### config.mk
export PLATFORM = sky130hd
export DESIGN_NAME = gacru_ram
export DESIGN_NICKNAME = d
export VERILOG_FILES = /design/src/sv/glyph_atlas_color_render_unit_macros.svh /design/src/sv/gacru_ram.sv
export SDC_FILE = /design/constraint.sdc
export NUM_CORES = 2
export LEC_CHECK = 0
export BUFFER_PORTS_ARGS = -buffer_cell sky130_fd_sc_hd__buf_2
export CORE_UTILIZATION = 25
export CTS_BUF_LIST = sky130_fd_sc_hd__clkbuf_4
export DETAILED_ROUTE_END_ITERATION = 16
export SLEW_MARGIN = 20
export SYNTH_ARGS = -nofsm -noshare
export SYNTH_HDL_FRONTEND = slang
export SYNTH_SLANG_ARGS = --single-unit
### constraint.sdc
create_clock -name i_clk -period 5.8 [get_ports i_clk]
set_input_delay 0.29 -clock i_clk [delete_from_list [all_inputs] [get_ports i_clk]]
set_output_delay 0.29 -clock i_clk [all_outputs]
set_load 0.01 [all_outputs]
### src/sv/glyph_atlas_color_render_unit_macros.svh
// Assertion macros shared by the glyph atlas color render unit.
// Each macro samples on i_clk and is disabled while i_rst_n is low.
`ifndef GLYPH_ATLAS_COLOR_RENDER_UNIT_MACROS_SVH
`define GLYPH_ATLAS_COLOR_RENDER_UNIT_MACROS_SVH

// Same-cycle implication.
`define GACRU_ASSERT_NOW(lbl, ante, cons, msg) \
    lbl: assert property (@(posedge i_clk) disable iff (!i_rst_n) (ante) |-> (cons)) \
        else $error(msg);

// Next-cycle implication.
`define GACRU_ASSERT_NEXT(lbl, ante, cons, msg) \
    lbl: assert property (@(posedge i_clk) disable iff (!i_rst_n) (ante) |=> (cons)) \
        else $error(msg);

`endif

### src/sv/gacru_ram.sv
// Generic single-port synchronous RAM with a registered read.
// Stand-alone; holds the grayscale atlas.
`timescale 1ns / 1ps

module gacru_ram #(
    parameter int WIDTH = 8,
    parameter int DEPTH = 256
) (
    input  logic                     i_clk,
    input  logic                     i_we,
    input  logic [$clog2(DEPTH)-1:0] i_addr,
    input  logic [WIDTH-1:0]         i_wdata,
    output logic [WIDTH-1:0]         o_rdata
);

    logic [WIDTH-1:0] r_mem [DEPTH];
    logic [WIDTH-1:0] r_rdata;

    // Write and read share the address; read data is registered.
    always_ff @(posedge i_clk) begin
        if (i_we) begin
            r_mem[i_addr] <= i_wdata;
        end
        r_rdata <= r_mem[i_addr];
    end

    assign o_rdata = r_rdata;

endmodule

==> results.py <==
metrics = {
    "status": {
        "outcome": "finished, final reports clean",
    },
    "synth": {
        "synth_commonest_cells": "edfxtp_1, mux4_2, a22oi_1",
        "syn-num-nets": 3565,
        "yosysMostFrequentCell": "edfxtp_1",
        "yosys_most_used_dff": "edfxtp_1",
        "synth_top_area_share_pct": 78.3,
        "synth_area_leaders": "edfxtp_1, mux4_2, a22oi_1, nor2_1, a21oi_1",
        "synth_area_leader_cell": "edfxtp_1",
        "syn_area_sq_um": 78500,
        "yosysWarnings": 0,
        "netlist-cell-type-count": 22,
        "synth_edf_count": 2048,
        "syn_avg_cell_area_sq_um": 22.1,
        "syn_inst": 3547,
        "ys_async_sr_fraction_pct": 0,
        "yosysSeqAreaShare_pct": 78.6,
        "ys_ff_latch": 2056,
    },
    "setup_path": {
        "crit_end": "o_rdata[6]",
        "path_cells": "dlygate4sd3_1, buf_8, buf_12, mux4_2, a22oi_1, a21oi_1, o41ai_1, dlygate4sd3_1, nand4_1",
        "startpoint_type": "input pin",
        "path_class": "in2reg",
        "critPathRequiredTime_ns": 6.94,
        "cp_slowest_cell": "dlygate4sd3_1",
        "end_kind": "flip-flop",
        "r2r_slack_ns": 2.65,
        "crit_buf_inv": 4,
        "crit_fanout": 100,
        "r2r-end": "o_rdata[6]",
        "cp_num_cells": 9,
        "max_stage_delay_ns": 0.72,
        "r2r.worst_path.cells": 6,
        "crit_start": "i_addr[1]",
        "r2r_start": "r_mem[47][6]",
        "critPathMostFrequentCell": "dlygate4sd3_1",
        "path_delay_family": "buffers and inverters",
        "crit_arrival_ns": 4.65,
    },
    "sta": {
        "post-route-min-period_ns": 3.50,
        "skew_ns": 0.0969,
        "tightest_slew_ns": 1.22,
        "rsz0062_at_grt": "false",
        "slew-limit-headroom_pct": 17.6,
        "layout_setup_ws_ns": 2.30,
        "hold_viol_final": 0,
        "finalSetupViolCount": 0,
        "period_share_pct": 60.4,
        "fmax_mhz": 285,
        "slew_violations": 0,
        "hold-worst-slack_ns": 0.117,
        "setup_tns_ns": 0,
    },
    "routing": {
        "postRouteAntennaNets": 0,
        "drt-initial-drc-count": 4216,
        "num_vias": 39490,
        "viasPerCell": 4.63,
        "drt_wl_total_mm": 197,
        "drtPass1Iterations": 5,
        "routedWlPerCell_um": 23.2,
        "drt_drc_violations_left": 0,
    },
    "clock_tree": {
        "cts_tree": "built",
        "numCtsBuffers": 531,
        "cts_sinks": 2056,
        "clk_latency_ns": 1.33,
        "cts_resized": 0,
        "cts.clk_slew.worst_paths_ns": 0.07,
        "ctsHoldBuffers": 35,
        "cts_setup_buffers": 0,
        "cts_buffer_depth": 4,
        "clock-root-buffer": "clkbuf_4",
        "h-tree-depth": 6,
    },
    "pwr": {
        "seq_power_share_pct": 54.9,
        "switching_share_pct": 22.0,
        "leakage_uw": 0.0275,
        "power_density_nw_per_um2": 329,
        "intPower_uw": 23300,
        "p_comb_share_pct": 4.7,
        "power_switching_uw": 6570,
        "total_power_uw": 29900,
        "ir_worst_vdd_mv": 0.187,
        "clkPwrFrac_pct": 40.4,
    },
    "cells_and_area": {
        "syn2layout_area_growth_pct": 15.8,
        "nNetsFinal": 4050,
        "multi_input_area_sq_um": 15900,
        "layout-drive-gt1-share_pct": 34.0,
        "fill_cells": 30390,
        "design_area_sq_um": 90900,
        "register_area_sq_um": 61700,
    },
    "die": {
        "initial_utilization_pct": 25.1,
        "die_w_um": 562,
        "fp-row-count": 205,
        "ios": 26,
        "dieArea_sq_um": 316000,
        "fp.dieH_um": 562,
        "core_sq_um": 312000,
    },
    "worst_hold_path": {
        "hp-class": "in2reg",
    },
    "placed_design": {
        "place.gp.congestion": 0.783,
        "port_buffers": 25,
        "dp_slack_ns": 1.60,
        "place_area_sq_um": 84100,
        "hpwl_mm": 112,
    },
    "global_routing": {
        "grt_pass1_vias": 41211,
        "grtUsageMet3_pct": 3.29,
        "grt_util_met1_pct": 16.1,
        "grt_use_total_pct": 12.2,
        "use_met2_pct": 19.6,
        "grt_pass1_wl_mm": 284,
        "grt_max_degree": 169,
        "antenna_found_initial": 13,
        "grt.busiest_layer": "met2",
        "gr-total-overflow": 0,
    },
    "job": {
        "max-cap-violations": 0,
    },
}
-- area by class of cell --
type,count,area share [%]
Timing Repair Buffer,184,1.94
Clock inverter,107,0.745
Antenna cell,13,0.0358
Multi-Input combinational cell,1258,17.4
Sequential cell,2056,67.8
Clock buffer,761,6.29
Tap cell,4140,5.70
Inverter,1,0.00413
-- worst reg2reg max path: cells and delay by family, from the launching register on --
kind	cells	cell delay (ns)
AO/OA/AOI/OAI	3	1.36
buffers and inverters	1	0.72
flip-flops	1	0.36
multiplexers	1	0.48
AND/OR/NAND/NOR	1	0.10
-- kinds of logic (layout without fill, tap and decap cells) --
family / count (synthesis) / in the layout / share of synthesized area [%]
buffers and inverters: 233 / 1053 / 1.40
other: 0 / 13 / 0
flip-flops: 2056 / 2056 / 78.6
AND/OR/NAND/NOR: 330 / 330 / 1.73
multiplexers: 512 / 512 / 14.7
AO/OA/AOI/OAI: 416 / 416 / 3.62
-- worst min path at each step --
stage                     from       endpoint  slack (ns)  cells past startpoint
floorplan           i_wdata[0]    r_mem[0][0]        0.39                      0
detailed placement  i_wdata[2]   r_mem[83][2]        0.77                      1
global placement    i_wdata[2]   r_mem[82][2]        0.76                      1
global route        i_wdata[0]   r_mem[90][0]        0.03                      2
finish              i_wdata[6]  r_mem[156][6]        0.12                      2
CTS                 i_wdata[0]   r_mem[81][0]       0.009                      2
-- stage by stage --
stage	std cells	utilization [%]
after CTS	8507	29.1
after global placement	7600	26.9
after floorplan	3547	-
final	8520	29.1
after detailed placement	7604	26.9
after global routing	8519	29.1
-- registers in the layout (all words and copies together) (netlist names) --
signal   flops
r_mem     2048
o_rdata      8
-- layout by cell type (no fill, tap or decap) --
cell type and count:
a21oi_1 128, a22oi_1 256, and2_1 2, and2_4 1, buf_12 21, buf_2 15
buf_4 105, buf_6 1, buf_8 10, bufinv_16 10, clkbuf_4 761, clkinv_1 73
clkinv_2 1, clkinvlp_4 3, dfxtp_1 8, diode_2 13, dlygate4sd3_1 32, edfxtp_1 2048
inv_1 1, inv_2 20, mux4_2 512, nand2_1 26, nand2_2 2, nand2b_1 4
nand2b_2 2, nand3_1 12, nand3_2 1, nand4_1 8, nor2_1 229, nor2_2 2
nor2_4 1, nor2b_1 4, nor2b_2 1, nor2b_4 2, nor3_1 30, o41ai_1 22
o41ai_2 10, or2_2 2, or3_1 1
-- power groups by stage --
stage | Clock [uW] | Sequential, uW | Combinational, uW
6_report | 12100 | 16400 | 1400
5_1_grt | 13100 | 16400 | 1480
4_1_cts | 12300 | 16400 | 1420
3_5_place_dp | 0 | 16700 | 1380
3_3_place_gp | 0 | 16700 | 1360
2_1_floorplan | 0 | 16700 | 728
-- layer usage --
layer / vias up / part of all wire, %
met2: 1831 / 48
met1: 20912 / 41
met4: 4 / 2.3
met5: - / 0.014
li1: 16405 / -
met3: 338 / 8.6
No activity file was read; power rests on OpenSTA's default activity.
