$ cat src/sv/glyph_atlas_color_render_unit_macros.svh
// Assertion macros shared by the glyph atlas color render unit.
// Each macro samples on i_clk and is disabled while i_rst_n is low.
`ifndef GLYPH_ATLAS_COLOR_RENDER_UNIT_MACROS_SVH
`define GLYPH_ATLAS_COLOR_RENDER_UNIT_MACROS_SVH

// Same-cycle implication.
`define GACRU_ASSERT_NOW(lbl, ante, cons, msg) \
    lbl: assert property (@(posedge i_clk) disable iff (!i_rst_n) (ante) |-> (cons)) \
        else $error(msg);

// Next-cycle implication.
`define GACRU_ASSERT_NEXT(lbl, ante, cons, msg) \
    lbl: assert property (@(posedge i_clk) disable iff (!i_rst_n) (ante) |=> (cons)) \
        else $error(msg);

`endif

$ cat src/sv/gacru_pkg.sv
// Types, widths and constants of the glyph atlas color render unit.
// Used by every module of the block but gacru_ram; depends on nothing.
`timescale 1ns / 1ps

package gacru_pkg;

    // Atlas store size and derived address widths.
    localparam int ATLAS_DEPTH = 65536;
    localparam int ADDR_W      = $clog2(ATLAS_DEPTH);
    localparam int SIZE_W      = ADDR_W + 1;

    // Field widths.
    localparam int CODE_W  = 16;
    localparam int DIM_W   = 7;
    localparam int PIX_W   = 6;
    localparam int COLOR_W = 32;
    localparam int LANE_W  = 8;
    localparam int LANES   = 4;
    localparam int GRAY_W  = 8;

    // Address arithmetic widths.
    localparam int PROD_W   = CODE_W + DIM_W;
    localparam int BASE_W   = PIX_W + CODE_W + 1;
    localparam int T3_W     = PROD_W + CODE_W;
    localparam int OFFS_W   = T3_W + 1;
    localparam int ADDR_S_W = OFFS_W + 2;

    // Blend widths.
    localparam int BPROD_W = LANE_W + GRAY_W;

    // Digit-per-stage divider for the glyph index.
    localparam int DIV_STEPS = CODE_W;
    localparam int DCNT_W    = $clog2(DIV_STEPS + 1);

    // Result queue.
    localparam int RESULT_DEPTH = 32;
    localparam int PTR_W        = $clog2(RESULT_DEPTH);
    localparam int CNT_W        = $clog2(RESULT_DEPTH + 1);

    // Configuration port.
    localparam int CFG_IDX_W  = 3;
    localparam int CFG_DATA_W = 16;

    typedef enum logic [CFG_IDX_W-1:0] {
        CFG_FIRST_CODE   = 3'd0,
        CFG_LAST_CODE    = 3'd1,
        CFG_CELL_WIDTH   = 3'd2,
        CFG_CELL_HEIGHT  = 3'd3,
        CFG_ATLAS_WIDTH  = 3'd4,
        CFG_ATLAS_HEIGHT = 3'd5
    } t_cfg_reg;

    typedef enum logic {
        REQ_WRITE  = 1'b0,
        REQ_RENDER = 1'b1
    } t_req;

    // Reset values of the configuration registers.
    localparam logic [CODE_W-1:0] RST_FIRST_CODE   = 16'd32;
    localparam logic [CODE_W-1:0] RST_LAST_CODE    = 16'd255;
    localparam logic [DIM_W-1:0]  RST_CELL_WIDTH   = 7'd12;
    localparam logic [DIM_W-1:0]  RST_CELL_HEIGHT  = 7'd20;
    localparam logic [CODE_W-1:0] RST_ATLAS_WIDTH  = 16'd192;
    localparam logic [CODE_W-1:0] RST_ATLAS_HEIGHT = 16'd300;
    localparam int RST_CPR_INT  = 192 / 12;
    localparam int RST_AREA_INT = 192 * 300;
    localparam int RST_SIZE_INT = (RST_AREA_INT > ATLAS_DEPTH) ? ATLAS_DEPTH : RST_AREA_INT;
    localparam logic [CODE_W-1:0] RST_CPR  = CODE_W'(RST_CPR_INT);
    localparam logic [SIZE_W-1:0] RST_SIZE = SIZE_W'(RST_SIZE_INT);

    // Fill color given for addresses outside the atlas or when there are no cells per row.
    localparam logic [LANE_W-1:0] FILL_LANE0 = 8'hFF;
    localparam logic [LANE_W-1:0] FILL_LANE1 = 8'h00;
    localparam logic [LANE_W-1:0] FILL_LANE2 = 8'h00;
    localparam logic [LANE_W-1:0] FILL_LANE3 = 8'h80;
    localparam logic [LANE_W-1:0] LANE_MAX   = 8'hFF;

    // One input beat.
    typedef struct packed {
        logic                req_type;
        logic [CODE_W-1:0]   atlas_address;
        logic [GRAY_W-1:0]   atlas_data;
        logic [CODE_W-1:0]   char_code;
        logic [PIX_W-1:0]    pixel_x;
        logic [PIX_W-1:0]    pixel_y;
        logic [COLOR_W-1:0]  low_color;
        logic [COLOR_W-1:0]  high_color;
    } t_in_beat;

    // One result beat.
    typedef struct packed {
        logic [LANE_W-1:0] lane0;
        logic [LANE_W-1:0] lane1;
        logic [LANE_W-1:0] lane2;
        logic [LANE_W-1:0] lane3;
        logic              out_of_range;
    } t_out_beat;

    // Configuration as seen by the datapath.
    typedef struct packed {
        logic [CODE_W-1:0] first_code;
        logic [CODE_W-1:0] last_code;
        logic [DIM_W-1:0]  cell_width;
        logic [DIM_W-1:0]  cell_height;
        logic [CODE_W-1:0] atlas_width;
        logic [CODE_W-1:0] cpr;
        logic              no_cells;
        logic [SIZE_W-1:0] size;
        logic              busy;
    } t_cfg;

    // Fields carried alongside the glyph index divider.
    typedef struct packed {
        logic               req_type;
        logic [CODE_W-1:0]  atlas_address;
        logic [GRAY_W-1:0]  atlas_data;
        logic               neg;
        logic [PIX_W-1:0]   pixel_x;
        logic [PIX_W-1:0]   pixel_y;
        logic [COLOR_W-1:0] low_color;
        logic [COLOR_W-1:0] high_color;
    } t_div_pay;

endpackage

$ cat src/sv/gacru_fifo.sv
// Result queue between the render pipeline and the output channel.
// Depends on gacru_pkg; never overflows because the top level counts credits.
`timescale 1ns / 1ps

module gacru_fifo import gacru_pkg::*; (
    input  logic      i_clk,
    input  logic      i_rst_n,
    input  logic      i_push,
    input  t_out_beat i_beat,
    output logic      o_valid,
    output t_out_beat o_beat,
    input  logic      i_stall
);

    t_out_beat        r_mem [RESULT_DEPTH];
    logic [PTR_W-1:0] r_wr;
    logic [PTR_W-1:0] r_rd;
    logic [CNT_W-1:0] r_count;
    logic             n_pop;

    assign o_valid = (r_count != '0);
    assign o_beat  = r_mem[r_rd];
    assign n_pop   = o_valid && !i_stall;

    // Storage.
    always_ff @(posedge i_clk) begin
        if (i_push) begin
            r_mem[r_wr] <= i_beat;
        end
    end

    // Pointers and fill level.
    always_ff @(posedge i_clk) begin
        if (!i_rst_n) begin
            r_wr    <= '0;
            r_rd    <= '0;
            r_count <= '0;
        end else begin
            if (i_push) begin
                r_wr <= (r_wr == PTR_W'(RESULT_DEPTH - 1)) ? '0 : r_wr + 1'b1;
            end
            if (n_pop) begin
                r_rd <= (r_rd == PTR_W'(RESULT_DEPTH - 1)) ? '0 : r_rd + 1'b1;
            end
            case ({i_push, n_pop})
                2'b10:   r_count <= r_count + 1'b1;
                2'b01:   r_count <= r_count - 1'b1;
                default: r_count <= r_count;
            endcase
        end
    end

endmodule

$ cat config.mk
export PLATFORM = sky130hd
export DESIGN_NAME = gacru_fifo
export DESIGN_NICKNAME = d
export VERILOG_FILES = /design/src/sv/glyph_atlas_color_render_unit_macros.svh /design/src/sv/gacru_pkg.sv /design/src/sv/gacru_fifo.sv
export SDC_FILE = /design/constraint.sdc
export NUM_CORES = 1
export LEC_CHECK = 0
export ABC_AREA = 1
export BUFFER_PORTS_ARGS = -buffer_cell sky130_fd_sc_hd__buf_2
export CORE_ASPECT_RATIO = 1.5
export CORE_MARGIN = 2
export CORE_UTILIZATION = 57
export CTS_CLUSTER_DIAMETER = 150
export CTS_CLUSTER_SIZE = 40
export DETAILED_ROUTE_END_ITERATION = 8
export PLACE_DENSITY = 0.73
export SYNTH_ARGS = -nofsm -noshare
export SYNTH_HDL_FRONTEND = slang
export SYNTH_SLANG_ARGS = --single-unit
export TNS_END_PERCENT = 5
$ cat constraint.sdc
create_clock -name i_clk -period 3.1 [get_ports i_clk]
set_clock_uncertainty 0.1 [all_clocks]
set_input_delay 0.31 -clock i_clk [delete_from_list [all_inputs] [get_ports i_clk]]
set_output_delay 0.31 -clock i_clk [all_outputs]
set_load 0.05 [all_outputs]
==> key figures <==
Global routing
  • Initial antenna violation count: 1
  • Tot GR Track Use: 28.5%
  • Largest net degree at the start of global routing: 91
  • Number of global-route vias before repair: 27305
  • First-pass GRT wire length: ~170 mm
  • Remaining Overflow, GRT: 0

Synthesis
  • Net Count, Synth: about 3700
  • Warnings, synthesis: 0
  • Area contributors post-synth: edfxtp_1 (73%), nand2_1 (11%), nand3_1 (7.7%)
  • Avg Inst Size Synth: approximately 12 sq um
  • Largest area contributor in the netlist: edfxtp_1
  • Seq/Total Area, Yosys: ~74%
  • Area of the mapped netlist: approximately 44000 sq um
  • Yosys reg bits: around 1100
  • Yosys cell types: 29
  • Synth top area share: between 70% and 80%
  • Post-Syn Instances: 3637

Run status
  • Failing checks: setup timing
  • Status: finished, violations left

Critical path
  • CP endpoint kind: primary output
  • Worst endpoint required time: between 2 and 3 ns
  • CP Class: reg -> out
  • CP Data Arrival Time: 2.78 ns
  • Critical Path Max Stage Delay: ~0.49 ns
  • CP Buf/Inv Count: 5
  • Family with the most delay on the worst path: buffers and inverters
  • Worst path cell trace: buf_4 -> buf_4 -> clkbuf_16 -> buf_4 -> nand2_1 -> nand3_1 -> nand2_1 -> a21oi_1 -> o31ai_1 -> a21oi_2 -> buf_6
  • Type of origin of the critical path: register
  • Reg2reg start: r_count[4]
  • Worst path most repeated cell: buf_4
  • Slowest CP cell: dfxtp_4
  • CP max FO: 6

Power
  • P_int: 21600 uW
  • Logic gate share of total power: approximately 32%
  • PD cells: 685 nW/um^2
  • Switch share: around 34%
  • Net load switching power: around 11000 uW
  • Clock share of power: a little under a fifth
  • Reg power frac: between 40% and 50%
  • Maximum vdd drop: around 0.52 mV
  • Leak: 0.0167 uW

STA
  • Achievable Freq: 314 MHz
  • Worst-Margin Slew: slightly below 0.9 ns
  • Hold WS: 0.0203 ns
  • Rel. slew slack: a little over two fifths
  • Final setup margin: -0.0853 ns
  • Max-slew violation count: 0
  • Final worst path period need: 3.19 ns
  • Hold Vio Cnt, Final: 0
  • RSZ-0062 raised after global routing: yes
  • Final setup violation count: 10
  • Fin Setup TNS: -0.252 ns
  • Fin crit share: 103%

Die
  • Area of the die: 78900 sq um
  • Chip width: between 200 and 250 um
  • FP Rows: roughly 120
  • Chip height: 343 um
  • Initial Utilization: 57.4%
  • Core area: between 70000 and 80000 sq um
  • IO Pins: between 70 and 80

Routing
  • Wire length per cell: ~24 um
  • Routed Antenna Nets: 0
  • Drt initial violations: roughly 3700
  • DRC violation count after routing: 0
  • Via Count: roughly 29000
  • DRT Wirelength: 115 mm
  • Pre-antenna DRT Iters: 6
  • Vias per inst: 6.13

Clocking
  • H-tree levels: 1
  • CTS buffer count: 30
  • Worst-path clk slew: 0.14 ns
  • Clk sinks: around 1100
  • Worst-Skew Late Latency: 0.67 ns
  • Root buf cell: clkbuf_16
  • Longest Clk Path Bufs: 3
  • CTS tree: done

Place
  • Port-buffer cells: 70
  • Dpl hpwl: approximately 61 mm
  • Gpl congestion: 0.809

Finish
  • Fraction of layout cells with a size suffix above 1: under 10%
  • Antenna cells: 0
  • Fillcell total: 5652
  • Nets: 3748
  • Layout area overhead: 9.17%

Hold path
  • Hold Startpoint: i_beat[6]
  • Min-Delay Path Class: in -> reg

Flow run
  • Max Cap Violations: 0
-- power groups by stage --
stage	Sequential (uW)	Clock (uW)	Combinational [uW]
2_1_floorplan	16500	0	6540
3_3_place_gp	16600	0	9150
3_5_place_dp	16600	0	9280
4_1_cts	16300	5930	9950
5_1_grt	16300	6350	11300
6_report	16300	5900	10500
-- metrics by stage --
step | worst slack (ns) | instance area (sq um) | utilization (%) | total power (uW) | instances
final | -0.0853 | 47700 | 62.7 | 32600 | 4733
after global routing | -0.115 | 47700 | 62.7 | 33900 | 4733
after CTS | -0.0897 | 47200 | 62.1 | 32200 | 4703
after detailed placement | 0.344 | 45700 | 60.1 | 25900 | 4621
after global placement | 0.374 | 45700 | 60.1 | 25700 | 4621
after floorplan | 0.254 | 43700 | - | 23100 | 3637
-- kinds of logic (layout without fill, tap and decap cells) --
family | after synthesis | after routing | share of synthesized area (%)
compound gates | 252 | 252 | 3.12
xor+xnor | 4 | 4 | 0.0803
fa+ha+maj | 10 | 10 | 0.287
buf+inv | 261 | 349 | 3.47
flops | 1077 | 1077 | 73.6
simple gates | 2033 | 2033 | 19.5
-- cells in the final DEF, fill, tap and decap left out, types with 2 or more instances in the layout --
| cell type | synthesis | layout |
|---|---|---|
| buf_12 | 0 | 39 |
| a21oi_2 | 4 | 20 |
| nor2_1 | 85 | 49 |
| inv_8 | 0 | 2 |
| o31ai_1 | 33 | 33 |
| inv_1 | 31 | 30 |
| dfxtp_4 | 0 | 4 |
| nor3_1 | 3 | 3 |
| a21oi_1 | 203 | 187 |
| nand2_1 | 1265 | 1265 |
| xnor2_1 | 3 | 3 |
| buf_4 | 23 | 125 |
| buf_8 | 2 | 2 |
| dfxtp_1 | 21 | 16 |
| buf_6 | 38 | 13 |
| nor2_2 | 0 | 4 |
| nor2_4 | 0 | 32 |
| inv_12 | 0 | 2 |
| buf_2 | 108 | 37 |
| edfxtp_1 | 1056 | 1056 |
| clkbuf_16 | 0 | 37 |
| buf_16 | 0 | 14 |
| ha_1 | 10 | 10 |
| dlygate4sd3_1 | 0 | 18 |
| nand3_1 | 676 | 676 |
| clkbuf_1 | 35 | 24 |
| o21ai_0 | 10 | 10 |
-- what timing repair did --
action	4_1_cts	5_1_grt
gates cloned	7	8
endpoints found under the setup margin	33	33
setup buffers	1	24
pin swaps	6	5
hold endpoints to repair	344	0
hold buffers	18	0
resized for setup	69	21
-- worst reg2reg max path: cells and delay by family, from the launching register on --
kind,cells,cell delay (ns)
compound gates,1,0.19
fa+ha+maj,2,0.49
buf+inv,4,0.41
flops,1,0.38
simple gates,10,0.97
-- cell type report --
class	count	area (sq um)	area share [%]
clock buffers	55	866	1.82
clock inverters	1	5.00	0.0105
inverters	34	183	0.383
multi-input cells	2299	10300	21.7
flip-flops and latches	1077	32100	67.4
well taps	1008	1260	2.65
repair buffers	256	2840	5.95
repair inverters	3	38.8	0.0814
-- sequential cells by signal (all words and copies together) (netlist names), named ones only --
name,cells
r_count,6
r_mem,1056
r_rd,5
r_wr,5
-- cell usage after synthesis, drive strengths merged --
master / number
nor2: 85
buf: 192
clkinv: 1
xnor2: 3
edfxtp: 1056
o31ai: 33
ha: 10
nor3: 3
or2: 1
xor2: 1
o21ai: 10
a21oi: 207
dfxtp: 21
nand4: 1
inv: 33
clkbuf: 35
and3: 1
nand3: 676
o22ai: 1
o21bai: 1
nand2: 1265
nor3b: 1
-- worst paths after layout --
check             slack [ns]  depth (start not counted)           to
setup / recovery       -0.09                         11   o_beat[19]
hold / removal          0.02                          1  r_mem[1][6]
setup reg to reg        0.49                         17   r_count[4]
hold reg to reg         0.41                          2     register
-- routing by layer --
layer | GRT usage [%] | vias to the layer above | wire (um) | part of all wire (%)
met4 | 12.2 | 2 | 5120 | 4.4
met3 | 2.85 | 291 | 10300 | 9.0
li1 | - | 12882 | - | -
met1 | 37.7 | 14190 | 42800 | 37
met2 | 48.6 | 1649 | 57000 | 49
met5 | 0 | - | 11 | 0.0095
(Power assumes the default switching activity.)
