[config.mk]
export PLATFORM = sky130hd
export DESIGN_NAME = gacru_div
export DESIGN_NICKNAME = d
export VERILOG_FILES = /design/src/sv/glyph_atlas_color_render_unit_macros.svh /design/src/sv/gacru_pkg.sv /design/src/sv/gacru_div.sv
export SDC_FILE = /design/constraint.sdc
export NUM_CORES = 2
export LEC_CHECK = 0
export BUFFER_PORTS_ARGS = -buffer_cell sky130_fd_sc_hd__buf_2
export CORE_MARGIN = 5
export CORE_UTILIZATION = 50
export CTS_BUF_LIST = sky130_fd_sc_hd__clkbuf_16
export CTS_CLUSTER_DIAMETER = 40
export CTS_CLUSTER_SIZE = 16
export DETAILED_ROUTE_END_ITERATION = 8
export HOLD_SLACK_MARGIN = 0.06
export PLACE_DENSITY = 0.67
export SLEW_MARGIN = 20
export SYNTH_ARGS = -nofsm -noshare
export SYNTH_HDL_FRONTEND = slang
export SYNTH_SLANG_ARGS = --single-unit
[constraint.sdc]
create_clock -name i_clk -period 9.5 [get_ports i_clk]
set_input_delay 1.9 -clock i_clk [delete_from_list [all_inputs] [get_ports i_clk]]
set_output_delay 1.9 -clock i_clk [all_outputs]
set_load 0.02 [all_outputs]
[src/sv/glyph_atlas_color_render_unit_macros.svh]
// Assertion macros shared by the glyph atlas color render unit.
// Each macro samples on i_clk and is disabled while i_rst_n is low.
`ifndef GLYPH_ATLAS_COLOR_RENDER_UNIT_MACROS_SVH
`define GLYPH_ATLAS_COLOR_RENDER_UNIT_MACROS_SVH

// Same-cycle implication.
`define GACRU_ASSERT_NOW(lbl, ante, cons, msg) \
    lbl: assert property (@(posedge i_clk) disable iff (!i_rst_n) (ante) |-> (cons)) \
        else $error(msg);

// Next-cycle implication.
`define GACRU_ASSERT_NEXT(lbl, ante, cons, msg) \
    lbl: assert property (@(posedge i_clk) disable iff (!i_rst_n) (ante) |=> (cons)) \
        else $error(msg);

`endif

[src/sv/gacru_pkg.sv]
// Types, widths and constants of the glyph atlas color render unit.
// Used by every module of the block but gacru_ram; depends on nothing.
`timescale 1ns / 1ps

package gacru_pkg;

    // Atlas store size and derived address widths.
    localparam int ATLAS_DEPTH = 65536;
    localparam int ADDR_W      = $clog2(ATLAS_DEPTH);
    localparam int SIZE_W      = ADDR_W + 1;

    // Field widths.
    localparam int CODE_W  = 16;
    localparam int DIM_W   = 7;
    localparam int PIX_W   = 6;
    localparam int COLOR_W = 32;
    localparam int LANE_W  = 8;
    localparam int LANES   = 4;
    localparam int GRAY_W  = 8;

    // Address arithmetic widths.
    localparam int PROD_W   = CODE_W + DIM_W;
    localparam int BASE_W   = PIX_W + CODE_W + 1;
    localparam int T3_W     = PROD_W + CODE_W;
    localparam int OFFS_W   = T3_W + 1;
    localparam int ADDR_S_W = OFFS_W + 2;

    // Blend widths.
    localparam int BPROD_W = LANE_W + GRAY_W;

    // Digit-per-stage divider for the glyph index.
    localparam int DIV_STEPS = CODE_W;
    localparam int DCNT_W    = $clog2(DIV_STEPS + 1);

    // Result queue.
    localparam int RESULT_DEPTH = 32;
    localparam int PTR_W        = $clog2(RESULT_DEPTH);
    localparam int CNT_W        = $clog2(RESULT_DEPTH + 1);

    // Configuration port.
    localparam int CFG_IDX_W  = 3;
    localparam int CFG_DATA_W = 16;

    typedef enum logic [CFG_IDX_W-1:0] {
        CFG_FIRST_CODE   = 3'd0,
        CFG_LAST_CODE    = 3'd1,
        CFG_CELL_WIDTH   = 3'd2,
        CFG_CELL_HEIGHT  = 3'd3,
        CFG_ATLAS_WIDTH  = 3'd4,
        CFG_ATLAS_HEIGHT = 3'd5
    } t_cfg_reg;

    typedef enum logic {
        REQ_WRITE  = 1'b0,
        REQ_RENDER = 1'b1
    } t_req;

    // Reset values of the configuration registers.
    localparam logic [CODE_W-1:0] RST_FIRST_CODE   = 16'd32;
    localparam logic [CODE_W-1:0] RST_LAST_CODE    = 16'd255;
    localparam logic [DIM_W-1:0]  RST_CELL_WIDTH   = 7'd12;
    localparam logic [DIM_W-1:0]  RST_CELL_HEIGHT  = 7'd20;
    localparam logic [CODE_W-1:0] RST_ATLAS_WIDTH  = 16'd192;
    localparam logic [CODE_W-1:0] RST_ATLAS_HEIGHT = 16'd300;
    localparam int RST_CPR_INT  = 192 / 12;
    localparam int RST_AREA_INT = 192 * 300;
    localparam int RST_SIZE_INT = (RST_AREA_INT > ATLAS_DEPTH) ? ATLAS_DEPTH : RST_AREA_INT;
    localparam logic [CODE_W-1:0] RST_CPR  = CODE_W'(RST_CPR_INT);
    localparam logic [SIZE_W-1:0] RST_SIZE = SIZE_W'(RST_SIZE_INT);

    // Fill color given for addresses outside the atlas or when there are no cells per row.
    localparam logic [LANE_W-1:0] FILL_LANE0 = 8'hFF;
    localparam logic [LANE_W-1:0] FILL_LANE1 = 8'h00;
    localparam logic [LANE_W-1:0] FILL_LANE2 = 8'h00;
    localparam logic [LANE_W-1:0] FILL_LANE3 = 8'h80;
    localparam logic [LANE_W-1:0] LANE_MAX   = 8'hFF;

    // One input beat.
    typedef struct packed {
        logic                req_type;
        logic [CODE_W-1:0]   atlas_address;
        logic [GRAY_W-1:0]   atlas_data;
        logic [CODE_W-1:0]   char_code;
        logic [PIX_W-1:0]    pixel_x;
        logic [PIX_W-1:0]    pixel_y;
        logic [COLOR_W-1:0]  low_color;
        logic [COLOR_W-1:0]  high_color;
    } t_in_beat;

    // One result beat.
    typedef struct packed {
        logic [LANE_W-1:0] lane0;
        logic [LANE_W-1:0] lane1;
        logic [LANE_W-1:0] lane2;
        logic [LANE_W-1:0] lane3;
        logic              out_of_range;
    } t_out_beat;

    // Configuration as seen by the datapath.
    typedef struct packed {
        logic [CODE_W-1:0] first_code;
        logic [CODE_W-1:0] last_code;
        logic [DIM_W-1:0]  cell_width;
        logic [DIM_W-1:0]  cell_height;
        logic [CODE_W-1:0] atlas_width;
        logic [CODE_W-1:0] cpr;
        logic              no_cells;
        logic [SIZE_W-1:0] size;
        logic              busy;
    } t_cfg;

    // Fields carried alongside the glyph index divider.
    typedef struct packed {
        logic               req_type;
        logic [CODE_W-1:0]  atlas_address;
        logic [GRAY_W-1:0]  atlas_data;
        logic               neg;
        logic [PIX_W-1:0]   pixel_x;
        logic [PIX_W-1:0]   pixel_y;
        logic [COLOR_W-1:0] low_color;
        logic [COLOR_W-1:0] high_color;
    } t_div_pay;

endpackage

[src/sv/gacru_div.sv]
// Pipelined restoring divider: one quotient bit per stage, side fields ride along.
// Depends on gacru_pkg.
`timescale 1ns / 1ps

module gacru_div import gacru_pkg::*; (
    input  logic              i_clk,
    input  logic              i_rst_n,
    input  logic              i_valid,
    input  logic [CODE_W-1:0] i_mag,
    input  logic [CODE_W-1:0] i_divisor,
    input  t_div_pay          i_pay,
    output logic              o_valid,
    output logic [CODE_W-1:0] o_quot,
    output logic [CODE_W-1:0] o_rem,
    output t_div_pay          o_pay
);

    logic              r_v    [DIV_STEPS];
    logic [CODE_W-1:0] r_rem  [DIV_STEPS];
    logic [CODE_W-1:0] r_work [DIV_STEPS];
    t_div_pay          r_pay  [DIV_STEPS];

    logic              c_v    [DIV_STEPS];
    logic [CODE_W-1:0] c_rem  [DIV_STEPS];
    logic [CODE_W-1:0] c_work [DIV_STEPS];
    t_div_pay          c_pay  [DIV_STEPS];

    // Stage inputs: the port for the first stage, the previous stage after that.
    always_comb begin
        c_v[0]    = i_valid;
        c_rem[0]  = '0;
        c_work[0] = i_mag;
        c_pay[0]  = i_pay;
        for (int k = 1; k < DIV_STEPS; k++) begin
            c_v[k]    = r_v[k-1];
            c_rem[k]  = r_rem[k-1];
            c_work[k] = r_work[k-1];
            c_pay[k]  = r_pay[k-1];
        end
    end

    // Each stage shifts in one dividend bit and tries one subtraction.
    for (genvar k = 0; k < DIV_STEPS; k++) begin : g_step
        logic [CODE_W:0] w_trial;
        logic            w_bit;

        assign w_trial = {c_rem[k], c_work[k][CODE_W-1]};
        assign w_bit   = (w_trial >= {1'b0, i_divisor});

        always_ff @(posedge i_clk) begin
            if (!i_rst_n) begin
                r_v[k] <= 1'b0;
            end else begin
                r_v[k] <= c_v[k];
            end
            r_pay[k]  <= c_pay[k];
            r_rem[k]  <= w_bit ? CODE_W'(w_trial - {1'b0, i_divisor})
                               : w_trial[CODE_W-1:0];
            r_work[k] <= {c_work[k][CODE_W-2:0], w_bit};
        end
    end

    assign o_valid = r_v[DIV_STEPS-1];
    assign o_quot  = r_work[DIV_STEPS-1];
    assign o_rem   = r_rem[DIV_STEPS-1];
    assign o_pay   = r_pay[DIV_STEPS-1];

endmodule

==> flow_metrics.py <==
metrics = {
    "run_status": {
        "status": "finished, final reports clean",
    },
    "setup_path": {
        "crit_path_max_incr_delay_ns": 0.71,
        "start_kind": "input port",
        "endpoint_kind": "flop",
        "required_ns": 10.12,
        "cp_max_fo": 17,
        "critPathArrivalTime_ns": 5.94,
        "crit_slowest_cell": "a22o_1",
        "critPathKind": "in2reg",
        "crit_chain": "buf_2 > inv_1 > buf_4 > ha_1 > nor2b_1 > or3_1 > a31oi_1 > o21ai_1 > o22a_1 > o2111ai_1 > a22o_1 > mux2_2",
    },
    "clock_network": {
        "numCtsBuffers": 200,
        "cts_setup_buffers": 0,
        "htree_levels": 4,
        "clock_path_buffers": 3,
        "cts_tree": "done",
        "postCtsHoldBufs": 0,
        "cts_resized": 0,
        "cts_root_buf": "clkbuf_16",
        "clkLatencyLatePin_ns": 0.78,
        "clock_sinks": 2160,
        "clkTransAtPathRegs_ns": 0.07,
    },
    "synth": {
        "synth_top_area_cell": "dfxtp_1",
        "synth_top_family_by_area": "compound AO/OA/AOI/OAI gates",
        "yosys.area_share.adder": 0.0577,
        "synth-simple-area-share": 0.0512,
        "async_reset_ff_frac": 0,
        "ys_warn_count": 0,
        "synth.avg_cell_area_um2": 14.0,
        "synthMuxAreaShare": 0.0327,
        "synth_top_area_share": 0.750,
        "syn-num-nets": 4527,
        "synth_edf_count": 0,
        "ys_types": 87,
        "synth_compound_area_frac": 0.0720,
        "synth_ff_type": "dfxtp_1",
        "ys_seq_area_frac": 0.750,
        "syn_inst": 4133,
        "synth_area_leaders": "dfxtp_1, ha_1, mux2_2",
        "synth_xor_area_frac": 0.0243,
        "post_synth_instance_area_um2": 57700,
        "synth-seq-cells": 2160,
    },
    "job": {
        "drv_cap": 0,
    },
    "sta": {
        "finalCritPeriodShare": 0.559,
        "fin_crit_ns": 5.31,
        "setup_viol": 0,
        "fmax_mhz": 188,
        "finalSetupTns_ns": 0,
        "slew_headroom": 0.289,
        "finalWorstSetupSlack_ns": 4.19,
        "fin_skew_ns": 0.0409,
        "finalHoldViolCount": 0,
        "worst_pin_slew_ns": 1.06,
        "rsz0062_at_grt": "no",
        "drv_slew": 0,
    },
    "drt": {
        "wl_per_cell_um": 14.7,
        "routed_via_density": 4.73,
        "antenna_left": 0,
        "drc": 0,
        "routed_wl_um": 91300,
        "firstDrtPassIters": 5,
        "drt-initial-drc-count": 1210,
        "via_count": 29400,
    },
    "floorplan": {
        "core_um2": 115000,
        "num_io_pins": 272,
        "rows": 124,
        "start_util": 0.504,
        "dieArea_um2": 122000,
        "die_w_um": 350,
        "die_y_um": 350,
    },
    "pwr": {
        "p_sw_mw": 4.83,
        "combPwrFrac": 0.115,
        "leakage_nw": 29.4,
        "ir_worst_vdd_mv": 0.222,
        "internal_power_mw": 15.0,
        "power_frac_seq": 0.501,
        "swShare": 0.244,
        "clockPowerShare": 0.384,
        "p_per_area_nw_per_um2": 295,
    },
    "layout": {
        "fin_nets": 4972,
        "finish.instance_area_um2": 67300,
        "area_growth_pct": 16.7,
        "drive_gt1_frac": 0.161,
    },
    "grt": {
        "first_global_vias": 28800,
        "grt_pass1_wl_um": 146000,
        "grt-ovfl-total": 0,
        "grt.total_usage": 0.149,
        "antenna_found_initial": 3,
        "grt_max_degree": 33,
    },
    "place": {
        "place_ws_ns": 3.36,
        "port_buffers": 271,
        "dp_hpwl_um": 58900,
        "place_area_um2": 60800,
        "place.gp.congestion": 0.846,
    },
    "worst_hold_path": {
        "hp-class": "reg2reg",
    },
}
## power by group through the flow
stage                     Combinational (mW)  Sequential [mW]  Clock [mW]
after floorplan                         1.69             10.1           0
after global placement                  2.23             10.1           0
after detailed placement                2.26             10.1           0
after CTS                               2.28             9.94        7.88
after global routing                    2.53             9.99        8.27
final                                   2.27             9.93        7.62
## state kept, by name, indices dropped and copies added, names as in the netlist
name,flops
r_pay,1632
r_rem,256
r_v,16
r_work,256
## logic make-up (layout without fill, tap and decap cells)
kind of cell               count (synthesis)  in the layout
DFF                                     2160           2160
AOI/OAI and AO/OA                        631            631
and+or+nand+nor                          597            597
adders and majority gates                257            257
muxes                                    167            167
buffers and inverters                    161            725
xor gates and xnor gates                 160            160
other                                      0              2
## routing by layer
layer	vias to the layer above	wire length, um	GRT usage
li1	15000	-	-
met1	13600	39900	0.181
met2	568	42800	0.250
met3	238	4600	0.0348
met4	0	3990	0.0769
met5	-	0	0
## cells in the mapped netlist, types with 5 or more instances
master and instances:
o311ai_0 6, nor2b_1 33, nand3_1 39, o31ai_1 11
xnor2_1 107, o21ai_0 131, or3_1 17, a21oi_1 182
a2111oi_0 11, o41ai_1 7, a31oi_1 32, nand4_1 38
o21a_1 48, a21o_1 66, mux2i_1 27, a221oi_1 5
nor2_1 168, buf_2 8, nor3_1 51, xor2_1 53
inv_1 111, a21boi_0 11, a31o_2 6, ha_1 242
fa_1 15, and3_1 20, mux2_2 126, a211o_1 10
dfxtp_1 2160, or4_1 7, clkbuf_1 31, nor3b_1 5
o2111ai_1 5, and2_1 21, o31a_1 17, a311oi_1 7
a211oi_1 18, nor4_1 20, o21bai_1 14, nand2_1 125
or2_2 9, o211ai_1 8, nand2b_1 28, mux2_4 11
## worst max-delay path: cells and delay by family
family                     cells  cell delay (ns)
adders and majority gates      1             0.34
buffers and inverters          3             1.19
muxes                          1             0.42
and+or+nand+nor                2             0.46
AOI/OAI and AO/OA              5             1.60
## layout by cell type, fill, tap and decap left out, types with 21 or more instances in the layout
cell       instances
a21o_1            66
a21oi_1          180
a31oi_1           32
and2_1            21
buf_2            271
buf_4             21
clkbuf_16        200
dfxtp_1         2160
ha_1             242
inv_1            127
mux2_2           126
mux2i_1           27
nand2_1          125
nand2b_1          28
nand3_1           39
nand4_1           38
nor2_1           168
nor2b_1           33
nor3_1            50
o21a_1            48
o21ai_0          130
xnor2_1          107
xor2_1            53
## through the flow
step                cells  power (mW)  hold WS (ns)  utilization
floorplan            4133        11.8         0.310            -
global placement     5888        12.4         0.310        0.531
detailed placement   5888        12.4         0.312        0.531
CTS                  6209        20.1         0.292        0.587
global route         6210        20.8         0.293        0.588
finish               6211        19.8         0.286        0.588
## area by class of cell
class,instances,area (um^2)
Inverter,112,420
Antenna cell,2,5.00
Timing Repair Buffer,292,1510
Tap cell,1512,1890
Multi-Input combinational cell,1812,13800
Clock inverter,121,1450
Sequential cell,2160,43200
Clock buffer,200,5000
Fill cell,9029,47200
## worst paths after layout
check	startpoint	end	slack [ns]	cells past startpoint
max	i_divisor[1]	r_rem[0][126]	4.19	12
min	r_pay[0][68]	r_pay[0][170]	0.29	0
max reg2reg	r_work[0][95]	r_rem[0][105]	6.24	10
min reg2reg	r_pay[0][68]	r_pay[0][170]	0.29	0
Power figures use the tool's default switching activity.
