**config.mk**
```make
export PLATFORM = sky130hd
export DESIGN_NAME = gacru_cfg
export DESIGN_NICKNAME = d
export VERILOG_FILES = /design/src/sv/glyph_atlas_color_render_unit_macros.svh /design/src/sv/gacru_pkg.sv /design/src/sv/gacru_cfg.sv
export SDC_FILE = /design/constraint.sdc
export NUM_CORES = 1
export LEC_CHECK = 0
export ABC_AREA = 1
export BUFFER_PORTS_ARGS = -buffer_cell sky130_fd_sc_hd__buf_2
export CORE_UTILIZATION = 28
export DETAILED_ROUTE_END_ITERATION = 12
export PLACE_DENSITY = 0.43
export SLEW_MARGIN = 5
export SYNTH_ARGS = -nofsm -noshare
export SYNTH_HDL_FRONTEND = slang
export SYNTH_SLANG_ARGS = --single-unit
```
**constraint.sdc**
```tcl
create_clock -name i_clk -period 7 [get_ports i_clk]
set_input_delay 0.35 -clock i_clk [delete_from_list [all_inputs] [get_ports i_clk]]
set_output_delay 0.35 -clock i_clk [all_outputs]
set_load 0.01 [all_outputs]
```
**src/sv/glyph_atlas_color_render_unit_macros.svh**
```systemverilog
// Assertion macros shared by the glyph atlas color render unit.
// Each macro samples on i_clk and is disabled while i_rst_n is low.
`ifndef GLYPH_ATLAS_COLOR_RENDER_UNIT_MACROS_SVH
`define GLYPH_ATLAS_COLOR_RENDER_UNIT_MACROS_SVH

// Same-cycle implication.
`define GACRU_ASSERT_NOW(lbl, ante, cons, msg) \
    lbl: assert property (@(posedge i_clk) disable iff (!i_rst_n) (ante) |-> (cons)) \
        else $error(msg);

// Next-cycle implication.
`define GACRU_ASSERT_NEXT(lbl, ante, cons, msg) \
    lbl: assert property (@(posedge i_clk) disable iff (!i_rst_n) (ante) |=> (cons)) \
        else $error(msg);

`endif

```
**src/sv/gacru_pkg.sv**
```systemverilog
// Types, widths and constants of the glyph atlas color render unit.
// Used by every module of the block but gacru_ram; depends on nothing.
`timescale 1ns / 1ps

package gacru_pkg;

    // Atlas store size and derived address widths.
    localparam int ATLAS_DEPTH = 65536;
    localparam int ADDR_W      = $clog2(ATLAS_DEPTH);
    localparam int SIZE_W      = ADDR_W + 1;

    // Field widths.
    localparam int CODE_W  = 16;
    localparam int DIM_W   = 7;
    localparam int PIX_W   = 6;
    localparam int COLOR_W = 32;
    localparam int LANE_W  = 8;
    localparam int LANES   = 4;
    localparam int GRAY_W  = 8;

    // Address arithmetic widths.
    localparam int PROD_W   = CODE_W + DIM_W;
    localparam int BASE_W   = PIX_W + CODE_W + 1;
    localparam int T3_W     = PROD_W + CODE_W;
    localparam int OFFS_W   = T3_W + 1;
    localparam int ADDR_S_W = OFFS_W + 2;

    // Blend widths.
    localparam int BPROD_W = LANE_W + GRAY_W;

    // Digit-per-stage divider for the glyph index.
    localparam int DIV_STEPS = CODE_W;
    localparam int DCNT_W    = $clog2(DIV_STEPS + 1);

    // Result queue.
    localparam int RESULT_DEPTH = 32;
    localparam int PTR_W        = $clog2(RESULT_DEPTH);
    localparam int CNT_W        = $clog2(RESULT_DEPTH + 1);

    // Configuration port.
    localparam int CFG_IDX_W  = 3;
    localparam int CFG_DATA_W = 16;

    typedef enum logic [CFG_IDX_W-1:0] {
        CFG_FIRST_CODE   = 3'd0,
        CFG_LAST_CODE    = 3'd1,
        CFG_CELL_WIDTH   = 3'd2,
        CFG_CELL_HEIGHT  = 3'd3,
        CFG_ATLAS_WIDTH  = 3'd4,
        CFG_ATLAS_HEIGHT = 3'd5
    } t_cfg_reg;

    typedef enum logic {
        REQ_WRITE  = 1'b0,
        REQ_RENDER = 1'b1
    } t_req;

    // Reset values of the configuration registers.
    localparam logic [CODE_W-1:0] RST_FIRST_CODE   = 16'd32;
    localparam logic [CODE_W-1:0] RST_LAST_CODE    = 16'd255;
    localparam logic [DIM_W-1:0]  RST_CELL_WIDTH   = 7'd12;
    localparam logic [DIM_W-1:0]  RST_CELL_HEIGHT  = 7'd20;
    localparam logic [CODE_W-1:0] RST_ATLAS_WIDTH  = 16'd192;
    localparam logic [CODE_W-1:0] RST_ATLAS_HEIGHT = 16'd300;
    localparam int RST_CPR_INT  = 192 / 12;
    localparam int RST_AREA_INT = 192 * 300;
    localparam int RST_SIZE_INT = (RST_AREA_INT > ATLAS_DEPTH) ? ATLAS_DEPTH : RST_AREA_INT;
    localparam logic [CODE_W-1:0] RST_CPR  = CODE_W'(RST_CPR_INT);
    localparam logic [SIZE_W-1:0] RST_SIZE = SIZE_W'(RST_SIZE_INT);

    // Fill color given for addresses outside the atlas or when there are no cells per row.
    localparam logic [LANE_W-1:0] FILL_LANE0 = 8'hFF;
    localparam logic [LANE_W-1:0] FILL_LANE1 = 8'h00;
    localparam logic [LANE_W-1:0] FILL_LANE2 = 8'h00;
    localparam logic [LANE_W-1:0] FILL_LANE3 = 8'h80;
    localparam logic [LANE_W-1:0] LANE_MAX   = 8'hFF;

    // One input beat.
    typedef struct packed {
        logic                req_type;
        logic [CODE_W-1:0]   atlas_address;
        logic [GRAY_W-1:0]   atlas_data;
        logic [CODE_W-1:0]   char_code;
        logic [PIX_W-1:0]    pixel_x;
        logic [PIX_W-1:0]    pixel_y;
        logic [COLOR_W-1:0]  low_color;
        logic [COLOR_W-1:0]  high_color;
    } t_in_beat;

    // One result beat.
    typedef struct packed {
        logic [LANE_W-1:0] lane0;
        logic [LANE_W-1:0] lane1;
        logic [LANE_W-1:0] lane2;
        logic [LANE_W-1:0] lane3;
        logic              out_of_range;
    } t_out_beat;

    // Configuration as seen by the datapath.
    typedef struct packed {
        logic [CODE_W-1:0] first_code;
        logic [CODE_W-1:0] last_code;
        logic [DIM_W-1:0]  cell_width;
        logic [DIM_W-1:0]  cell_height;
        logic [CODE_W-1:0] atlas_width;
        logic [CODE_W-1:0] cpr;
        logic              no_cells;
        logic [SIZE_W-1:0] size;
        logic              busy;
    } t_cfg;

    // Fields carried alongside the glyph index divider.
    typedef struct packed {
        logic               req_type;
        logic [CODE_W-1:0]  atlas_address;
        logic [GRAY_W-1:0]  atlas_data;
        logic               neg;
        logic [PIX_W-1:0]   pixel_x;
        logic [PIX_W-1:0]   pixel_y;
        logic [COLOR_W-1:0] low_color;
        logic [COLOR_W-1:0] high_color;
    } t_div_pay;

endpackage

```
**src/sv/gacru_cfg.sv**
```systemverilog
// Configuration registers, cells-per-row divider and atlas size.
// Depends on gacru_pkg.
`timescale 1ns / 1ps

module gacru_cfg import gacru_pkg::*; (
    input  logic                  i_clk,
    input  logic                  i_rst_n,
    input  logic                  i_cfg_we,
    input  logic [CFG_IDX_W-1:0]  i_cfg_index,
    input  logic [CFG_DATA_W-1:0] i_cfg_data,
    output t_cfg                  o_cfg
);

    logic [CODE_W-1:0] r_first_code;
    logic [CODE_W-1:0] r_last_code;
    logic [DIM_W-1:0]  r_cell_width;
    logic [DIM_W-1:0]  r_cell_height;
    logic [CODE_W-1:0] r_atlas_width;
    logic [CODE_W-1:0] r_atlas_height;
    logic [CODE_W-1:0] r_cpr;
    logic              r_no_cells;
    logic [SIZE_W-1:0] r_size;
    logic              r_start;
    logic              r_running;
    logic [DCNT_W-1:0] r_cnt;
    logic [CODE_W-1:0] r_rem;
    logic [CODE_W-1:0] r_work;

    logic [CODE_W:0]   n_trial;
    logic              n_bit;
    logic [CODE_W-1:0] n_rem;
    logic [CODE_W-1:0] n_work;
    logic [2*CODE_W-1:0] n_area;
    logic [SIZE_W-1:0] n_size;

    // Register writes.
    always_ff @(posedge i_clk) begin
        if (!i_rst_n) begin
            r_first_code   <= RST_FIRST_CODE;
            r_last_code    <= RST_LAST_CODE;
            r_cell_width   <= RST_CELL_WIDTH;
            r_cell_height  <= RST_CELL_HEIGHT;
            r_atlas_width  <= RST_ATLAS_WIDTH;
            r_atlas_height <= RST_ATLAS_HEIGHT;
        end else if (i_cfg_we) begin
            unique case (i_cfg_index)
                CFG_FIRST_CODE:   r_first_code   <= i_cfg_data;
                CFG_LAST_CODE:    r_last_code    <= i_cfg_data;
                CFG_CELL_WIDTH:   r_cell_width   <= i_cfg_data[DIM_W-1:0];
                CFG_CELL_HEIGHT:  r_cell_height  <= i_cfg_data[DIM_W-1:0];
                CFG_ATLAS_WIDTH:  r_atlas_width  <= i_cfg_data;
                CFG_ATLAS_HEIGHT: r_atlas_height <= i_cfg_data;
                default: ;
            endcase
        end
    end

    // One restoring step of atlas_width / cell_width per cycle.
    always_comb begin
        n_trial = {r_rem, r_work[CODE_W-1]};
        n_bit   = (n_trial >= {{(CODE_W-DIM_W+1){1'b0}}, r_cell_width});
        n_rem   = n_bit ? CODE_W'(n_trial - {{(CODE_W-DIM_W+1){1'b0}}, r_cell_width})
                        : n_trial[CODE_W-1:0];
        n_work  = {r_work[CODE_W-2:0], n_bit};
    end

    // Divider sequencer; any write restarts it.
    always_ff @(posedge i_clk) begin
        if (!i_rst_n) begin
            r_start    <= 1'b0;
            r_running  <= 1'b0;
            r_cnt      <= '0;
            r_cpr      <= RST_CPR;
            r_no_cells <= 1'b0;
        end else if (i_cfg_we) begin
            r_start   <= 1'b1;
            r_running <= 1'b0;
        end else if (r_start) begin
            r_start   <= 1'b0;
            r_running <= 1'b1;
            r_cnt     <= DCNT_W'(DIV_STEPS);
        end else if (r_running) begin
            r_cnt <= r_cnt - 1'b1;
            if (r_cnt == DCNT_W'(1)) begin
                r_running  <= 1'b0;
                r_cpr      <= n_work;
                r_no_cells <= (r_cell_width == '0) || (n_work == '0);
            end
        end
    end

    // Datapath registers of the divider.
    always_ff @(posedge i_clk) begin
        if (r_start) begin
            r_rem  <= '0;
            r_work <= r_atlas_width;
        end else begin
            r_rem  <= n_rem;
            r_work <= n_work;
        end
    end

    // Usable atlas size: the smaller of the configured area and the store.
    always_comb begin
        n_area = {{CODE_W{1'b0}}, r_atlas_width} * {{CODE_W{1'b0}}, r_atlas_height};
        n_size = (n_area >= (2*CODE_W)'(ATLAS_DEPTH)) ? SIZE_W'(ATLAS_DEPTH)
                                                     : n_area[SIZE_W-1:0];
    end

    always_ff @(posedge i_clk) begin
        if (!i_rst_n) begin
            r_size <= RST_SIZE;
        end else begin
            r_size <= n_size;
        end
    end

    always_comb begin
        o_cfg.first_code  = r_first_code;
        o_cfg.last_code   = r_last_code;
        o_cfg.cell_width  = r_cell_width;
        o_cfg.cell_height = r_cell_height;
        o_cfg.atlas_width = r_atlas_width;
        o_cfg.cpr         = r_cpr;
        o_cfg.no_cells    = r_no_cells;
        o_cfg.size        = r_size;
        o_cfg.busy        = r_start || r_running;
    end

endmodule

```
==> metrics.yaml, run 1 <==
status: "finished, violations left"
violations: "DRC"
ios: 119
grt_overflow: 0
power_frac_comb_pct: 34.7
cp_slowest_cell: "dfxtp_1"
die_h_um: 234
grt_setup_unrepaired: "false"
vias: 12500
p_int_mw: 1.81
grt_pass1_vias: 12700
skew_ns: 0.0143
start_util_pct: 28.5
multi_input_area_sq_um: 9900
root_buffer: "clkbuf_16"
critPathLaunchType: "flip-flop"
setup_viol: 0
area_growth_pct: 13.4
syn_avg_cell_area_sq_um: 7.31
period_needed_ns: 6.51
finalHoldViolations: 0
cp.arrival_ns: 6.88
clk_pin_slew_ns: 0.07
cts.sinks: 151
row_count: 84
numCtsBuffers: 17
synth_area_sq_um: 15000
detail-route-antenna-nets: 0
ys_seq_area_share_pct: 20.1
grt_pass1_wl_mm: 69.0
drt_iter0_markers: 574
cp_num_buf_inv: 3
synth_seq_cells: 151
synthArstFlopShare_pct: 0
coreArea_sq_um: 52900
stdcell_area_sq_um: 17100
p_sw_mw: 1.13
final-seq-area_sq_um: 3020
period_share_pct: 93.0
tns_ns: 0
relSlewSlack_pct: 27.8
dp_hpwl_mm: 34.8
die_area_sq_um: 54700
cpLargestDelayFamily: "adder cells"
power_switching_share_pct: 38.4
critPathKind: "flip-flop to flip-flop"
h-tree-depth: 4
dp.cells: 2814
leakagePower_nw: 9.67
avgViaCountPerCell: 4.39
port_buffers: 118
grt_max_degree: 105
syn-num-nets: 2387
cts_setup_buffers: 0
num-nets-final: 2475
grt_use_total_pct: 16.3
cts_buffer_depth: 2
post-route-drc-count: 3
post_drt_wl_per_cell_um: 15.2
routed_wl_mm: 43.4
instances_no_fill: 2846
antenna_found_initial: 0
tritoncts: "built"
placed_cell_area_sq_um: 16500
crit_path_end_kind: "flip-flop"
required_ns: 7.37
first_pass_iters: 11
hold_path_class: "input port to flip-flop"
ys.flop_type: "dfxtp_1"
totalPowerFinal_mw: 2.94
power_density_nw_per_um2: 172
p_clk_share_pct: 30.9
synth_edf_count: 0
ir_drop_mv: 0.156
yosys_warnings: 0
seqPwrFrac_pct: 34.4
cp_common_cell: "nand2_1"
synth_cell_types: 41
max_freq_mhz: 154
gp_congestion: 0.806
insertion_delay_ns: 0.45
drv_slew: 0
worst_slew_pin_slew_ns: 1.08
die_x_um: 234
synthCells: 2057
drive_gt1_share_pct: 11.2
critPathMaxFanout: 13
maxCapViolations: 0
fill_cells: 5742
critPathMaxStageDelay_ns: 0.75
n_antenna_cell: 0
power by group through the flow:
| stage | Sequential, mW | Combinational [mW] | Clock [mW] |
|---|---|---|---|
| final | 1.01 | 1.02 | 0.906 |
| after global routing | 1.02 | 1.17 | 0.966 |
| after CTS | 1.01 | 1.05 | 0.929 |
| after detailed placement | 1.03 | 1.04 | 0 |
| after global placement | 1.03 | 1.04 | 0 |
| after floorplan | 1.01 | 0.764 | 0 |
kinds of logic after synthesis:
family                     Yosys count  synth area share (%)
DFF                                151                  20.1
adders and majority gates          308                  35.3
buffers and inverters              561                  14.1
xor gates and xnor gates            26                  1.51
and+or+nand+nor                    847                  23.1
AOI/OAI and AO/OA                  164                  5.86
final timing paths:
| check | slack [ns] | start | endpoint | cells after the start |
|---|---|---|---|---|
| max reg2reg | 0.49 | r_atlas_height[12] | r_size[12] | 26 |
| min | 0.16 | i_cfg_we | r_start | 3 |
| min reg2reg | 0.46 | r_cell_height[2] | r_cell_height[2] | 2 |
| max | 0.49 | r_atlas_height[12] | r_size[12] | 26 |
registers in the layout, summed over array words and instances (netlist names):
name,flops
r_atlas_height,16
r_atlas_width,16
r_cell_height,7
r_cell_width,7
r_cnt,5
r_cpr,16
r_first_code,16
r_last_code,16
r_no_cells,1
r_rem,16
r_running,1
r_size,17
r_start,1
r_work,16
area by class of cell:
class	count	share of cell area, %
multi-input combinational	1345	58.0
sequential	151	17.7
inverter	467	10.3
timing repair buffer	163	5.52
tap	688	5.05
clock buffer	20	2.74
clock inverter	12	0.653
cell usage after synthesis (all sizes together) (2+ instances only):
| cell | number | share of area (%) |
|---|---|---|
| a21oi | 51 | 1.8 |
| nand3b | 3 | 0.23 |
| o211ai | 3 | 0.15 |
| and3 | 2 | 0.083 |
| nand3 | 63 | 2.3 |
| nor2 | 215 | 5.9 |
| o21bai | 4 | 0.22 |
| clkbuf | 90 | 2.2 |
| nor4 | 2 | 0.083 |
| ha | 113 | 9.4 |
| inv | 467 | 12 |
| o21ai | 97 | 3.2 |
| nand2 | 541 | 14 |
| xor2 | 12 | 0.70 |
| xnor2 | 14 | 0.82 |
| buf | 4 | 0.18 |
| nor3 | 6 | 0.27 |
| dfxtp | 151 | 20 |
| fa | 195 | 26 |
| a21o | 2 | 0.10 |
| nand4 | 12 | 0.50 |
| and2 | 3 | 0.12 |
routing by layer:
layer | part of all wire (%) | track usage [%]
met4 | 1.3 | 3.86
met2 | 51 | 28.4
met1 | 46 | 21.4
met5 | 0 | 0
met3 | 2.5 | 2.04
worst register-to-register path: cells and delay by family (launching register included):
| kind | cells | cell delay (ns) |
|---|---|---|
| fa+ha+maj | 7 | 3.57 |
| simple gates | 15 | 1.79 |
| flops | 1 | 0.75 |
| compound gates | 1 | 0.17 |
| buf+inv | 3 | 0.15 |
through the flow:
step / setup WS, ns / utilization (%) / hold WS, ns
detailed placement: 0.414 / 31.2 / 0.442
global placement: 0.488 / 31.2 / 0.438
global route: 0.110 / 32.3 / 0.164
finish: 0.493 / 32.3 / 0.156
floorplan: 1.04 / - / 0.440
CTS: 0.400 / 32.3 / 0.145
cells in the final DEF, fill, tap and decap left out, types with 4 or more instances in the layout:
cell type and n:
ha_1 113, nor3_1 4, a21oi_1 48, nand3_1 57
buf_2 118, nor2_4 5, nor2_1 193, dfxtp_1 150
clkbuf_16 17, xnor2_1 14, nor2_2 17, clkinv_4 6
fa_1 195, nand3_2 6, nand4_1 12, inv_1 464
nand2_1 533, o21ai_0 97, nand2_2 8, buf_4 44
xor2_1 12
repair_timing:
action	CTS	global route
resized for setup	0	1
hold buffers	0	0
endpoints found under the setup margin	0	6
(Power assumes the default switching activity.)
==> inputs of run 2 (changes only) <==
==> constraint.sdc (replaced) <==
create_clock -name i_clk -period 7 [get_ports i_clk]
set_input_delay 0 -clock i_clk [delete_from_list [all_inputs] [get_ports i_clk]]
set_output_delay 0 -clock i_clk [all_outputs]
set_load 0.01 [all_outputs]
==> run 2 against run 1 <==
  * The flow still finishes with violations (DRC)
  * Final cell count up 0.70%
  * Final area up 1.5%
  * Sequential power hardly changed
  * Flip-flop and latch count is the same
  * Clock skew about the same
  * Power increased by 3.5%
  * Via count up 1.3%
  * Register-to-register slack barely moved
  * Wire length grew 0.69%
  * First-iteration DRC count down 6.4%
  * Global-route usage grew 0.12 points
  * Setup slack worse by 0.014 ns
==> metrics.yaml, run 2 (synthesis gave the netlist of run 1 again) <==
cp_num_buf_inv: 5  # +2
n_antenna_cell: 0  # unchanged
p_sw_mw: 1.11  # -1.2%
power_density_nw_per_um2: 176  # +2.0%
grt_pass1_wl_mm: 69.6  # +0.76%
period_share_pct: 93.2  # +0.19 points
period_needed_ns: 6.52  # +0.0135 ns
skew_ns: 0.0140  # -0.000222 ns
grt_setup_unrepaired: "false"
setup_viol: 0  # unchanged
hold_path_class: "input port to flip-flop"
finalHoldViolations: 0  # unchanged
tns_ns: 0  # unchanged
cts_buffer_depth: 2  # unchanged
row_count: 84  # unchanged
ios: 119  # unchanged
cp-startpoint: "r_atlas_height[14]"
critPathLaunchType: "flip-flop"
avgViaCountPerCell: 4.42  # +0.60%
timing.rr.start: "r_atlas_height[14]"
registers.top_by_ff_count: "r_size"
cp.arrival_ns: 6.89  # about the same
grt_max_degree: 105  # unchanged
dp_hpwl_mm: 34.9  # +0.28%
gp_congestion: 0.831  # +3.1%
leakagePower_nw: 9.77  # +1.0%
critPathMaxStageDelay_ns: 0.83  # +0.08 ns
first_pass_iters: 11  # unchanged
seqPwrFrac_pct: 33.4  # -1.0 points
totalPowerFinal_mw: 3.04  # +3.5%
critPathMaxFanout: 17  # +4
cp_common_cell: "nand2_1"
insertion_delay_ns: 0.45  # about the same
max_freq_mhz: 153  # -0.21%
cts_setup_buffers: 0  # unchanged
root_buffer: "clkbuf_16"
post-route-drc-count: 3  # unchanged
multi_input_area_sq_um: 9900  # unchanged
ir_drop_mv: 0.175  # +12%
die_area_sq_um: 54700  # unchanged
start_util_pct: 28.5  # unchanged
grt_use_total_pct: 16.5  # +0.12 points
worstRegToRegCells: 25  # -3.8%
die_h_um: 234  # unchanged
layout_common_cells: "nand2_1, inv_1, fa_1, nor2_1, dfxtp_1"
power_frac_comb_pct: 33.7  # -1.0 points
num-nets-final: 2495  # +0.81%
drive_gt1_share_pct: 11.0  # -0.19 points
port_buffers: 118  # unchanged
final_common_cell: "nand2_1"
power_switching_share_pct: 36.6  # -1.8 points
cpLargestDelayFamily: "adder cells"
maxCapViolations: 0  # unchanged
post_drt_wl_per_cell_um: 15.2  # about the same
fill_cells: 5653  # -1.5%
h-tree-depth: 4  # unchanged
final-seq-area_sq_um: 3020  # unchanged
fin_hold_ws_ns: 0.0969  # -0.0595 ns
crit_path_end_kind: "flip-flop"
grt_pass1_vias: 12700  # -0.52%
worst_slew_pin_slew_ns: 1.09  # +0.00668 ns
largest_reg_flops: 17  # unchanged
cp.depth: 25  # -3.8%
grt_overflow: 0  # unchanged
drv_slew: 0  # unchanged
vias: 12700  # +1.3%
routed_wl_mm: 43.7  # +0.69%
r2r_setup_slack_ns: 0.48  # about the same
antenna_found_initial: 0  # unchanged
violations: "DRC"
min_path_cells: 5  # +2
required_ns: 7.37  # about the same
numCtsBuffers: 17  # unchanged
cts.sinks: 151  # unchanged
r2r-end: "r_size[5]"
cp_slowest_cell: "dfxtp_1"
p_clk_share_pct: 33.0  # +2.1 points
drt_iter0_markers: 537  # -6.4%
critPathKind: "flip-flop to flip-flop"
relSlewSlack_pct: 27.4  # -0.45 points
clk_pin_slew_ns: 0.07  # about the same
detail-route-antenna-nets: 0  # unchanged
status: "finished, violations left"
crit_end: "r_size[5]"
area_growth_pct: 15.1
p_int_mw: 1.93  # +6.5%
die_x_um: 234  # unchanged
coreArea_sq_um: 52900  # unchanged
tritoncts: "built"
[run 2: how the worst min path moves through the flow]
stage | from | end | slack (ns)
2_1_floorplan | i_cfg_we | r_start | 0.09
3_3_place_gp | i_cfg_we | r_start | 0.27
3_5_place_dp | i_cfg_we | r_start | 0.27
4_1_cts | i_cfg_index[2] | r_cell_width[2] | 0.06
5_1_grt | i_cfg_index[2] | r_cell_width[3] | 0.14
6_report | i_cfg_index[2] | r_cell_width[2] | 0.1
[run 2: what timing repair did]
item                                   4_1_cts  5_1_grt
setup endpoints to repair                    0       12
hold buffers                                19        0
endpoints found under the hold margin       79        0
resized for setup                            0        1
[run 2: final cells by class]
type	instances	share of cell area (%)
Clock buffer	20	2.52
Inverter	467	10.1
Tap cell	688	4.97
Clock inverter	12	1.13
Timing Repair Buffer	183	6.58
Sequential cell	151	17.5
Multi-Input combinational cell	1345	57.2
[run 2: per-stage QoR]
stage / std cells / setup WS, ns / cell area, sq um / utilization [%]
detailed placement: 2815 / 0.364 / 16500 / 31.2
global route: 2866 / 0.00258 / 17300 / 32.7
finish: 2866 / 0.479 / 17300 / 32.7
floorplan: 2057 / 1.04 / 15000 / -
CTS: 2866 / 0.340 / 17300 / 32.7
global placement: 2815 / 0.472 / 16500 / 31.2
[run 2: layer usage]
| metal | GRT usage [%] | vias up | part of all wire (%) |
|---|---|---|---|
| li1 | - | 6262 | - |
| met1 | 21.5 | 6208 | 46 |
| met2 | 28.6 | 163 | 50 |
| met3 | 1.84 | 32 | 2.3 |
| met4 | 4.38 | 0 | 1.5 |
| met5 | 0 | - | 0 |
[run 2: power by group through the flow]
stage,clock (mW),combinational [mW],sequential (mW)
after global placement,0,1.03,1.03
final,1.00,1.02,1.01
after CTS,1.04,1.05,1.01
after detailed placement,0,1.03,1.03
after floorplan,0,0.764,1.01
after global routing,1.06,1.17,1.03
[run 2: worst reg2reg max path, stage by stage, from the launching register on]
cell      delay (ns)
dfxtp_1         0.83
nand2_1         0.12
inv_1           0.11
fa_1            0.45
fa_1            0.53
fa_1            0.54
fa_1            0.52
fa_1            0.58
inv_1           0.06
fa_1            0.53
inv_1           0.04
ha_1            0.37
nand2_2         0.17
inv_1           0.05
nand2_1         0.06
nand2_1         0.07
o21bai_2        0.20
inv_1           0.10
nand2_1         0.05
nand2_1         0.05
nand2_1         0.05
nor2_1          0.14
nand2_1         0.11
nor2_4          0.19
nand3_2         0.32
nor2_2          0.21
